File: src/hw/rtl/cv3_pkg.sv
// Shared constants, command codes and handshake structs for the 3x3 convolution core.
// No dependencies; every other file of the core imports this package.
`default_nettype none

package cv3_pkg;

    // Default sizes handed to the top-level parameters.
    localparam int IMG_SIZE_DEF   = 13;
    localparam int IN_CH_DEF      = 8;
    localparam int OUT_CH_DEF     = 16;
    localparam int DATA_WIDTH_DEF = 16;

    // Fixed formats of the stream fields.
    localparam int PIX_FIELDS = 8;
    localparam int FRAC_BITS  = 8;
    localparam int ACC_W      = 40;
    localparam int KSIZE      = 9;
    localparam int IDX_W      = 11;
    localparam int POS_W      = 4;
    localparam int CMD_W      = 2;

    // Command codes carried on s_axis_tuser.
    localparam logic [CMD_W-1:0] CMD_WEIGHT = 2'd0;
    localparam logic [CMD_W-1:0] CMD_BIAS   = 2'd1;
    localparam logic [CMD_W-1:0] CMD_PIXEL  = 2'd2;

    // Kinds of queue entries.
    localparam logic ENT_LOAD    = 1'b0;
    localparam logic ENT_COMPUTE = 1'b1;
    localparam logic SEL_WEIGHT  = 1'b0;
    localparam logic SEL_BIAS    = 1'b1;

    // Status of the queue between front and back.
    typedef struct packed {
        logic valid;
        logic full;
    } q_stat_t;

endpackage

`default_nettype wire

File: src/hw/rtl/cv3_queue.sv
// Two-entry queue that decouples the front end from the MAC back end.
// Depends on cv3_pkg for the status struct.
`default_nettype none

module cv3_queue #(
    parameter int WIDTH = 8
) (
    input  wire logic             aclk,
    input  wire logic             aresetn,
    input  wire logic             push,
    input  wire logic [WIDTH-1:0] push_data,
    input  wire logic             pop,
    output cv3_pkg::q_stat_t      stat,
    output logic      [WIDTH-1:0] head
);
    import cv3_pkg::*;

    logic [WIDTH-1:0] slot_reg [2];
    logic             rd_ptr_reg, rd_ptr_next;
    logic             wr_ptr_reg, wr_ptr_next;
    logic [1:0]       count_reg, count_next;

    // Pointer and fill-count update.
    always_comb begin
        rd_ptr_next = rd_ptr_reg ^ pop;
        wr_ptr_next = wr_ptr_reg ^ push;
        count_next  = count_reg + {1'b0, push} - {1'b0, pop};
    end

    always_ff @(posedge aclk) begin
        if (!aresetn) begin
            rd_ptr_reg <= 1'b0;
            wr_ptr_reg <= 1'b0;
            count_reg  <= 2'd0;
        end else begin
            rd_ptr_reg <= rd_ptr_next;
            wr_ptr_reg <= wr_ptr_next;
            count_reg  <= count_next;
        end
    end

    // Payload slots carry no reset.
    always_ff @(posedge aclk) begin
        if (push) begin
            slot_reg[wr_ptr_reg] <= push_data;
        end
    end

    assign head       = slot_reg[rd_ptr_reg];
    assign stat.valid = (count_reg != 2'd0);
    assign stat.full  = (count_reg == 2'd2);

endmodule

`default_nettype wire

File: config.mk
export PLATFORM = sky130hd
export DESIGN_NAME = cv3_queue
export DESIGN_NICKNAME = d
export VERILOG_FILES = /design/src/hw/rtl/cv3_pkg.sv /design/src/hw/rtl/cv3_queue.sv
export SDC_FILE = /design/constraint.sdc
export NUM_CORES = 1
export LEC_CHECK = 0
export ABC_CLOCK_PERIOD_IN_PS = 2200
export CORE_MARGIN = 2
export CORE_UTILIZATION = 45
export CTS_CLUSTER_SIZE = 14
export DETAILED_ROUTE_END_ITERATION = 6
export DONT_BUFFER_PORTS = 1
export PLACE_DENSITY = 0.63
export SETUP_SLACK_MARGIN = 0.3
export SKIP_CTS_REPAIR_TIMING = 1
export SLEW_MARGIN = 20
export SYNTH_ARGS = -nofsm -noshare
export SYNTH_HDL_FRONTEND = slang
export SYNTH_SLANG_ARGS = --single-unit
export TNS_END_PERCENT = 1
File: constraint.sdc
create_clock -name aclk -period 2.2 [get_ports aclk]
set_clock_uncertainty 0.1 [all_clocks]
set_input_delay 0.11 -clock aclk [delete_from_list [all_inputs] [get_ports aclk]]
set_output_delay 0.11 -clock aclk [all_outputs]
set_load 0.005 [all_outputs]
==> run metrics <==
PortBufs=0; main combinational cell family by area after synthesis=multiplexers; Routed WL=between 1000 and 1500 um; CP max stage delay=around 0.54 ns; Largest register FFs=16; status=finished clean; worst hold path class=in2reg; Seq pwr share=63.0%; post-synth top area cell=edfxtp_1; Final Max Slew Viols=0; Post-synth ARST share=0%; largest net degree at the start of global routing=13; Final period util=65.0%; gr usage total=a little under a tenth; Adder-Cell Fraction of Synth Area=6.16%; fraction of layout cells with a size suffix above 1=6.56%; GRT Residual Overflow=0; most frequent cells after synthesis=16 x edfxtp_1, 8 x mux2_1, 5 x dfxtp_1; DRT Pass-1 Iters=2; pre-CTS WS=0.855 ns; Psw=about 0.17 mW; Worst VDD drop=roughly 440 uV; Slew headroom=74.4%; Critical path buffers and inverters=0; compound-gate portion of the synthesized area=0%; Setup CP Type=reg2out; Worst Path Arrival=about 1.2 ns; diodes inserted=0; pwr dens=768 nW/um2; FMAX=approximately 700 MHz; H-tree lvl count=1; Multi-input gate area=215 um2; crit path max fanout=8; mux cell area share after synthesis=11.1%; Row Count=15; clk buf depth=2; Routed Antenna Nets=0; drt first-iter violations=2; Util after Layout=57.7%; vias per inst=4.49; die area=2160 um2; Logic pwr share=13.3%; Core ar.=1710 um2; TritonCTS clock tree=built; post-synthesis simple-gate area fraction=5.39%; CP max stage cell=dfxtp_1; area grow syn2layout=21.4%; die width=46.5 um; syn_area_per_cell=17.7 um2; critical path's top delay family=flip-flops; Mapped Area=about 810 um2; Num CTS Buffers=3; Synth Warn #=0; drt drc=0; vias in the first global route=338; final setup vio count=0; Post-Synth XOR/XNOR Area=3.85%; Storage cell area=between 500 and 600 um2; sequential area share after synthesis=71.5%; nets@finish=~80; Clock power frac=23.7%; Final Wtd Congestion=0.631; Final min period=1.43 ns; FILL cells=136; Yosys top cell area share=about three fifths; Worst Setup End Kind=output pin; TNS Setup=0 ns; ranking of synthesized cells by area=edfxtp_1 59%, dfxtp_1 12%, mux2_1 11%; sw frac=between 20% and 30%; RSZ-0062 raised after global routing=no; most common flop cell mapped by yosys=edfxtp_1; most common cell in the netlist=edfxtp_1; Lkg Pwr=0.371 nW; Hold Vio Cnt, Final=0; FF+latch count, synth=21; Root Buffer=clkbuf_4; Unique masters post-synth=11; Cell Int Power=0.589 mW; dpl hpwl=758 um; final worst setup slack=0.770 ns; Syn Nets=62; CTS sink count=21; clock slew at reported path FFs=0.11 ns; initial antenna violation count=0; Avg WL per Cell=approximately 13 um; max_cap viols=0; Least-Margin Pin Slew=roughly 0.38 ns; CP Data Required Time=1.99 ns; EDFF count, synth=16; Starting Density=47.5%; DR vias=386; Startpoint Class=register; IO Count=22; PnR Total Power=0.757 mW; first-pass GRT wire length=1370 um; DIE HEIGHT=between 40 and 50 um; worst skew pair latency=approximately 0.29 ns; synthesized instance count=46; worst path cell trace=mux2_1
==> cell type report <==
type,count,share of cell area (%)
Tap cell,25,3.17
Sequential cell,21,58.9
Clock buffer,3,2.28
Inverter,3,1.14
Clock inverter,1,0.508
Multi-Input combinational cell,21,21.8
Timing Repair Buffer,12,12.2
==> power by group through the flow <==
| stage | combinational (mW) | sequential, mW | clock (mW) |
|---|---|---|---|
| global placement | 0.0779 | 0.484 | 0 |
| floorplan | 0.0748 | 0.478 | 0 |
| CTS | 0.0818 | 0.478 | 0.181 |
| detailed placement | 0.0811 | 0.487 | 0 |
| finish | 0.101 | 0.477 | 0.179 |
| global route | 0.110 | 0.480 | 0.198 |
==> stage by stage <==
step | hold slack, ns | std cells | area (um2)
6_report | 0.132 | 86 | 986
5_1_grt | 0.126 | 86 | 986
4_1_cts | -0.200 | 74 | 866
3_5_place_dp | 0.109 | 70 | 838
3_3_place_gp | 0.109 | 70 | 838
2_1_floorplan | 0.109 | 46 | 812
==> logic make-up (layout without fill, tap and decap cells) <==
group	Yosys count	count (layout)
xor+xnor	2	2
buf+inv	4	19
fa+ha+maj	4	4
flops	21	21
mux	8	8
simple gates	7	7
==> per-layer routing <==
| layer | share of wire (%) | wire length, um | global-route usage (%) |
|---|---|---|---|
| met1 | 44 | 479 | 10.2 |
| met2 | 50 | 536 | 15.3 |
| met3 | 6.1 | 66 | 4.71 |
| met4 | 0 | 0 | 3.43 |
| met5 | 0 | 0 | 0 |
==> cells in the final DEF (no fill, tap or decap) <==
master         count
xor2_1             1
and2_1             3
nor2b_1            3
inv_1              3
ha_1               4
clkinv_2           1
dlygate4sd3_1     12
mux2_1             8
dfxtp_1            5
clkbuf_4           3
edfxtp_1          16
or2_1              1
xnor3_1            1
==> final timing paths <==
kind | cells after the start | startpoint | slack, ns | to
worst max register to register | 3 | rd_ptr_reg | 0.82 | rd_ptr_reg
worst min register to register | 3 | wr_ptr_reg | 0.46 | wr_ptr_reg
worst max-delay path | 1 | register | 0.77 | head[2]
worst min-delay path | 3 | pop | 0.13 | count_reg[1]
No activity file was read; power rests on OpenSTA's default activity.
