[src/hw/rtl/cv3_pkg.sv]
// Shared constants, command codes and handshake structs for the 3x3 convolution core.
// No dependencies; every other file of the core imports this package.
`default_nettype none

package cv3_pkg;

    // Default sizes handed to the top-level parameters.
    localparam int IMG_SIZE_DEF   = 13;
    localparam int IN_CH_DEF      = 8;
    localparam int OUT_CH_DEF     = 16;
    localparam int DATA_WIDTH_DEF = 16;

    // Fixed formats of the stream fields.
    localparam int PIX_FIELDS = 8;
    localparam int FRAC_BITS  = 8;
    localparam int ACC_W      = 40;
    localparam int KSIZE      = 9;
    localparam int IDX_W      = 11;
    localparam int POS_W      = 4;
    localparam int CMD_W      = 2;

    // Command codes carried on s_axis_tuser.
    localparam logic [CMD_W-1:0] CMD_WEIGHT = 2'd0;
    localparam logic [CMD_W-1:0] CMD_BIAS   = 2'd1;
    localparam logic [CMD_W-1:0] CMD_PIXEL  = 2'd2;

    // Kinds of queue entries.
    localparam logic ENT_LOAD    = 1'b0;
    localparam logic ENT_COMPUTE = 1'b1;
    localparam logic SEL_WEIGHT  = 1'b0;
    localparam logic SEL_BIAS    = 1'b1;

    // Status of the queue between front and back.
    typedef struct packed {
        logic valid;
        logic full;
    } q_stat_t;

endpackage

`default_nettype wire

[src/hw/rtl/cv3_front.sv]
// Front end: accepts beats, classifies them, keeps the line buffers and 3x3 windows.
// Depends on cv3_pkg; feeds cv3_queue.
`default_nettype none

module cv3_front #(
    parameter int IMG_SIZE   = cv3_pkg::IMG_SIZE_DEF,
    parameter int IN_CH      = cv3_pkg::IN_CH_DEF,
    parameter int OUT_CH     = cv3_pkg::OUT_CH_DEF,
    parameter int DATA_WIDTH = cv3_pkg::DATA_WIDTH_DEF,
    parameter int TD_W       = 160,
    parameter int ENT_W      = 8
) (
    input  wire logic                      aclk,
    input  wire logic                      aresetn,
    input  wire logic                      s_axis_tvalid,
    output logic                           s_axis_tready,
    input  wire logic [TD_W-1:0]           s_axis_tdata,
    input  wire logic [cv3_pkg::CMD_W-1:0] s_axis_tuser,
    input  wire cv3_pkg::q_stat_t          q_stat,
    output logic                           q_push,
    output logic [ENT_W-1:0]               q_data
);
    import cv3_pkg::*;

    localparam int DW      = DATA_WIDTH;
    localparam int CNT_W   = $clog2(IMG_SIZE);
    localparam int NWIN    = IN_CH * KSIZE;
    localparam int WDEPTH  = OUT_CH * IN_CH * KSIZE;
    localparam int VAL_LSB = 2 + IDX_W;
    localparam int ROW_LSB = VAL_LSB + DW;
    localparam int COL_LSB = ROW_LSB + POS_W;
    localparam int WIN_LSB = COL_LSB + POS_W;

    logic [IDX_W-1:0]    idx;
    logic [DW-1:0]       val;
    logic                beat;
    logic [DW-1:0]       px [IN_CH];
    logic [DW-1:0]       old_rd [IN_CH];
    logic [DW-1:0]       new_rd [IN_CH];
    logic [DW-1:0]       win_reg [NWIN];
    logic [DW-1:0]       win_next [NWIN];
    logic [IN_CH*DW-1:0] line_old_reg [IMG_SIZE];
    logic [IN_CH*DW-1:0] line_new_reg [IMG_SIZE];
    logic [IMG_SIZE-1:0] line_vld_reg;
    logic [CNT_W-1:0]    row_reg, row_next;
    logic [CNT_W-1:0]    col_reg, col_next;
    logic                is_pixel;
    logic                has_out;

    assign idx           = s_axis_tdata[IDX_W-1:0];
    assign val           = s_axis_tdata[IDX_W +: DW];
    assign s_axis_tready = !q_stat.full;
    assign beat          = s_axis_tvalid && s_axis_tready;
    assign is_pixel      = (s_axis_tuser == CMD_PIXEL);
    assign has_out       = (row_reg >= CNT_W'(2)) && (col_reg >= CNT_W'(2));

    // Channel samples; channels past the carried fields read as zero.
    for (genvar g = 0; g < IN_CH; g++) begin : g_px
        if (g < PIX_FIELDS) begin : g_live
            assign px[g] = s_axis_tdata[IDX_W + DW*(1+g) +: DW];
        end else begin : g_zero
            assign px[g] = '0;
        end
        assign old_rd[g] = line_vld_reg[col_reg] ?
                           line_old_reg[col_reg][g*DW +: DW] : '0;
        assign new_rd[g] = line_vld_reg[col_reg] ?
                           line_new_reg[col_reg][g*DW +: DW] : '0;
    end

    // Window shift: each row moves left, the new column enters on the right.
    always_comb begin
        for (int ic = 0; ic < IN_CH; ic++) begin
            for (int kr = 0; kr < 3; kr++) begin
                win_next[ic*KSIZE + kr*3]     = win_reg[ic*KSIZE + kr*3 + 1];
                win_next[ic*KSIZE + kr*3 + 1] = win_reg[ic*KSIZE + kr*3 + 2];
            end
            win_next[ic*KSIZE + 2] = old_rd[ic];
            win_next[ic*KSIZE + 5] = new_rd[ic];
            win_next[ic*KSIZE + 8] = px[ic];
        end
    end

    // Raster counters, wrapping at the end of a row and of a frame.
    always_comb begin
        row_next = row_reg;
        col_next = col_reg + CNT_W'(1);
        if (32'(col_reg) == IMG_SIZE - 1) begin
            col_next = '0;
            row_next = (32'(row_reg) == IMG_SIZE - 1) ? '0 : row_reg + CNT_W'(1);
        end
    end

    // Queue entry build: loads in range, and pixels that complete a window.
    always_comb begin
        q_push = 1'b0;
        q_data = '0;
        q_data[2 +: IDX_W]   = idx;
        q_data[VAL_LSB +: DW] = val;
        q_data[ROW_LSB +: POS_W] = POS_W'(row_reg - CNT_W'(2));
        q_data[COL_LSB +: POS_W] = POS_W'(col_reg - CNT_W'(2));
        for (int k = 0; k < NWIN; k++) begin
            q_data[WIN_LSB + k*DW +: DW] = win_next[k];
        end
        case (s_axis_tuser)
            CMD_WEIGHT: begin
                q_data[0] = ENT_LOAD;
                q_data[1] = SEL_WEIGHT;
                q_push    = beat && (32'(idx) < WDEPTH);
            end
            CMD_BIAS: begin
                q_data[0] = ENT_LOAD;
                q_data[1] = SEL_BIAS;
                q_push    = beat && (32'(idx) < OUT_CH);
            end
            CMD_PIXEL: begin
                q_data[0] = ENT_COMPUTE;
                q_push    = beat && has_out;
            end
            default: begin
                q_push = 1'b0;
            end
        endcase
    end

    // Control state: counters, line valid bits and window registers.
    always_ff @(posedge aclk) begin
        if (!aresetn) begin
            row_reg      <= '0;
            col_reg      <= '0;
            line_vld_reg <= '0;
            for (int k = 0; k < NWIN; k++) begin
                win_reg[k] <= '0;
            end
        end else if (beat && is_pixel) begin
            row_reg               <= row_next;
            col_reg               <= col_next;
            line_vld_reg[col_reg] <= 1'b1;
            for (int k = 0; k < NWIN; k++) begin
                win_reg[k] <= win_next[k];
            end
        end
    end

    // Line buffer rows: the newer row ages into the older one.
    always_ff @(posedge aclk) begin
        if (beat && is_pixel) begin
            for (int ic = 0; ic < IN_CH; ic++) begin
                line_old_reg[col_reg][ic*DW +: DW] <= new_rd[ic];
                line_new_reg[col_reg][ic*DW +: DW] <= px[ic];
            end
        end
    end

endmodule

`default_nettype wire

[config.mk]
export PLATFORM = sky130hd
export DESIGN_NAME = cv3_front
export DESIGN_NICKNAME = d
export VERILOG_FILES = /design/src/hw/rtl/cv3_pkg.sv /design/src/hw/rtl/cv3_front.sv
export SDC_FILE = /design/constraint.sdc
export NUM_CORES = 1
export LEC_CHECK = 0
export BUFFER_PORTS_ARGS = -buffer_cell sky130_fd_sc_hd__buf_4
export CAP_MARGIN = 20
export CORE_AREA = 2 2 69 71
export DETAILED_ROUTE_END_ITERATION = 8
export DIE_AREA = 0 0 71 73
export GPL_TIMING_DRIVEN = 0
export RECOVER_POWER = 25
export SETUP_SLACK_MARGIN = 0.1
export SLEW_MARGIN = 20
export SYNTH_ARGS = -nofsm -noshare
export SYNTH_HDL_FRONTEND = slang
export SYNTH_SLANG_ARGS = --single-unit
[constraint.sdc]
create_clock -name aclk -period 1.65 [get_ports aclk]
set_input_delay 0.165 -clock aclk [delete_from_list [all_inputs] [get_ports aclk]]
set_output_delay 0.165 -clock aclk [all_outputs]
set_load 0.05 [all_outputs]
==> insert_results.sql <==
INSERT INTO impl_metrics (metric_group, metric, value, unit) VALUES
('synthesis', 'share_of_synthesized_area_occupied_by_flip_flops_and_latches', '0.2535', ''),
('synthesis', 'syn_inst', '74', ''),
('die', 'die-height', '73', 'µm'),
('synthesis', 'postSynth.topFlopCell', 'dfxtp_1', ''),
('run_status', 'failed_checks', 'negative setup slack', ''),
('sta', 'grt_setup_unrepaired', 'yes', ''),
('pwr', 'worst_voltage_drop_across_the_vdd_grid', '244.8', 'µV'),
('job', 'timing.max_cap.violations', '0', ''),
('global_route', 'grt.overflow.total', '0', ''),
('setup_path', 'setup.worst_path.start', 'row_reg[0]', ''),
('synthesis', 'synth_enable_flop_cells', '0', ''),
('pwr', 'internal-power', '407.6', 'µW'),
('clocking', 'clkLatencyLatePin', '0.23', 'ns'),
('layout', 'final_layout_size_suffix_gt1_frac', '0.4272', ''),
('worst_hold_path', 'hold_end', 'row_reg[2]', ''),
('sta', 'worst-slew-pin-transition', '0.5885', 'ns'),
('setup_path', 'critical_path.startpoint_type', 'register', ''),
('run_status', 'status', 'complete, but fails checks', ''),
('synthesis', 'syn_area_per_cell', '8.539', 'µm²'),
('setup_path', 'reg2reg_to', 'row_reg[2]', ''),
('clocking', 'cts.clk_slew.worst_paths', '0.04', 'ns'),
('setup_path', 'reg2reg_from', 'col_reg[1]', ''),
('synthesis', 'asyncSetResetFlopFracSynth', '0', ''),
('synthesis', 'yosys_warnings', '0', ''),
('setup_path', 'worst-endpoint-arrival', '1.57', 'ns'),
('placement', 'post-place-cells', '150', ''),
('sta', 'highest_clock_frequency_the_design_can_meet', '575.7', 'MHz'),
('route', 'initialDrtViolationCount', '30', ''),
('route', 'drtPass1Iterations', '4', ''),
('clocking', 'cts.hold.buffers_added', '0', ''),
('global_route', 'grt_use_total', '0.06484', ''),
('die', 'row_count', '25', ''),
('pwr', 'share_comb_of_total_power', '0.238', ''),
('sta', 'report.final.setup_viol', '1', ''),
('layout', 'areaGrowthSynthToFinish', '57.62', '%'),
('layout', 'antenna-diode-count', '0', ''),
('die', 'die_w', '71', 'µm'),
('pwr', 'power_frac_clock', '0.415', ''),
('setup_path', 'critPathKind', 'reg2out', ''),
('route', 'average_via_count_per_standard_cell', '4.013', ''),
('setup_path', 'crit_path_end_kind', 'primary output', ''),
('synthesis', 'cells_taking_the_most_area_after_synthesis', 'dfxtp_1, ha_1, buf_4', ''),
('sta', 'setup_ws', '-0.08694', 'ns'),
('pwr', 'total_leakage_power', '0.0004261', 'µW'),
('worst_hold_path', 'worstHoldPathType', 'in2reg', ''),
('setup_path', 'rrSetupSlack', '0.27', 'ns'),
('route', 'remaining_drcs', '0', ''),
('synthesis', 'post_synth_instance_area', '631.9', 'µm²'),
('global_route', 'first_global_vias', '615', ''),
('die', 'core', '4536', 'µm²'),
('route', 'drtAntennaViolNets', '0', ''),
('clocking', 'clkSinkCount', '8', ''),
('die', 'floorplan.io_pins', '177', ''),
('synthesis', 'synth_top_area_frac', '0.2535', ''),
('sta', 'timing.slew.headroom', '0.6094', ''),
('clocking', 'cts_inserted_buffers', '3', ''),
('layout', 'layout.nets', '281', ''),
('route', 'post_drt_wl_per_cell', '10.34', 'µm'),
('setup_path', 'cp_max_fo', '2', ''),
('synthesis', 'syn_nets', '250', ''),
('placement', 'post-place-ws', '-0.1108', 'ns'),
('setup_path', 'rr_worst_depth', '4', ''),
('synthesis', 'netlist.top_cell.by_area', 'dfxtp_1', ''),
('synthesis', 'synth.ff_latch_count', '8', ''),
('pwr', 'p_switching', '153.5', 'µW'),
('global_route', 'grt_start_max_net_pins', '9', ''),
('clocking', 'cts_max_path_buffers', '2', ''),
('global_route', 'first_pass_grt_wire_length', '2656', 'µm'),
('synthesis', 'synth_cell_types', '29', ''),
('sta', 'timing_max_transition_violations_final', '0', ''),
('sta', 'fin_worst_skew', '0.001589', 'ns');
==> synthesized netlist by cell type (2+ instances only) <==
| cell type | count |
|---|---|
| nand3_1 | 3 |
| a21oi_1 | 5 |
| nand2_1 | 3 |
| xnor2_1 | 2 |
| o311a_1 | 2 |
| and3_1 | 2 |
| nor2_1 | 2 |
| nand4b_1 | 2 |
| inv_1 | 9 |
| nand4_1 | 2 |
| dfxtp_1 | 8 |
| o21ai_0 | 3 |
| buf_4 | 7 |
| ha_1 | 9 |
==> cells by family after synthesis <==
kind of cell	Yosys count	share of synthesized area
and+or+nand+nor	23	0.2277
buffers and inverters	16	0.1366
AOI/OAI and AO/OA	15	0.1604
adders and majority gates	9	0.1782
DFF	8	0.2535
xor gates and xnor gates	2	0.02773
muxes	1	0.01584
==> power groups by stage <==
stage,Sequential [µW],Clock (µW),Combinational (µW)
3_5_place_dp,200,0,134
5_1_grt,195,244,142
6_report,195,233,133
2_1_floorplan,200,0,85.4
4_1_cts,195,235,139
3_3_place_gp,200,0,133
==> cell usage in the layout, fill, tap and decap left out, types with 2 or more instances in the layout <==
master,n
buf_4,28
clkbuf_8,3
nor2_1,2
nand4_1,2
ha_1,6
xnor2_1,2
nand4b_1,2
o21ai_0,3
ha_4,2
clkbuf_1,4
a21oi_1,5
dfxtp_2,2
dfxtp_1,5
inv_2,2
and3_1,2
nand3_1,3
inv_1,7
nand2_1,3
==> worst max-delay path by stage <==
stage | to | cells after the start
after global placement | q_push | 6
after floorplan | q_push | 5
final | q_push | 6
after detailed placement | q_push | 6
after global routing | q_push | 6
after CTS | q_push | 6
==> cell type report <==
class                           count  area (µm²)  share of cell area
Buffer                              7       52.55             0.05276
Multi-Input combinational cell     50       446.7              0.4485
Tap cell                           54       67.56             0.06784
Sequential cell                     8       166.4              0.1671
Inverter                            9       33.78             0.03392
Timing Repair Buffer               26       187.7              0.1884
Clock buffer                        3       41.29             0.04146
==> timing repair <==
action | 4_1_cts | 5_1_grt
pin swaps | 4 | 1
endpoints found under the setup margin | 1 | 1
endpoints found under the hold margin | 0 | 0
gates resized for setup | 12 | 2
setup buffers | 4 | 0
==> worst max-delay path: stages, from the launching register on <==
cell,delay (ns)
dfxtp_2,0.33
inv_2,0.05
ha_4,0.15
nor4_4,0.26
nor2_1,0.09
o311a_4,0.31
buf_8,0.15
==> per-layer routing <==
metal | part of all wire | vias up | GRT usage
met4 | 0.0099 | 0 | 0.01887
met5 | 0 | - | 0
met1 | 0.48 | 277 | 0.07622
li1 | - | 322 | -
met2 | 0.42 | 27 | 0.1070
met3 | 0.087 | 4 | 0.02901
==> per-stage QoR <==
stage	TNS [ns]	hold slack, ns	utilization	total power [µW]	instance area [µm²]
after floorplan	0	0.2962	-	284.9	655.6
after global placement	-0.1122	0.4500	0.1959	333.2	888.4
after detailed placement	-0.1108	0.4531	0.1959	334.2	888.4
after CTS	-0.1149	0.2165	0.2223	569.2	1008
after global routing	-0.1692	0.2172	0.2196	580.6	996.0
final	-0.08694	0.2148	0.2196	561.1	996.0
Note: power is estimated with default switching activity, not from simulation.
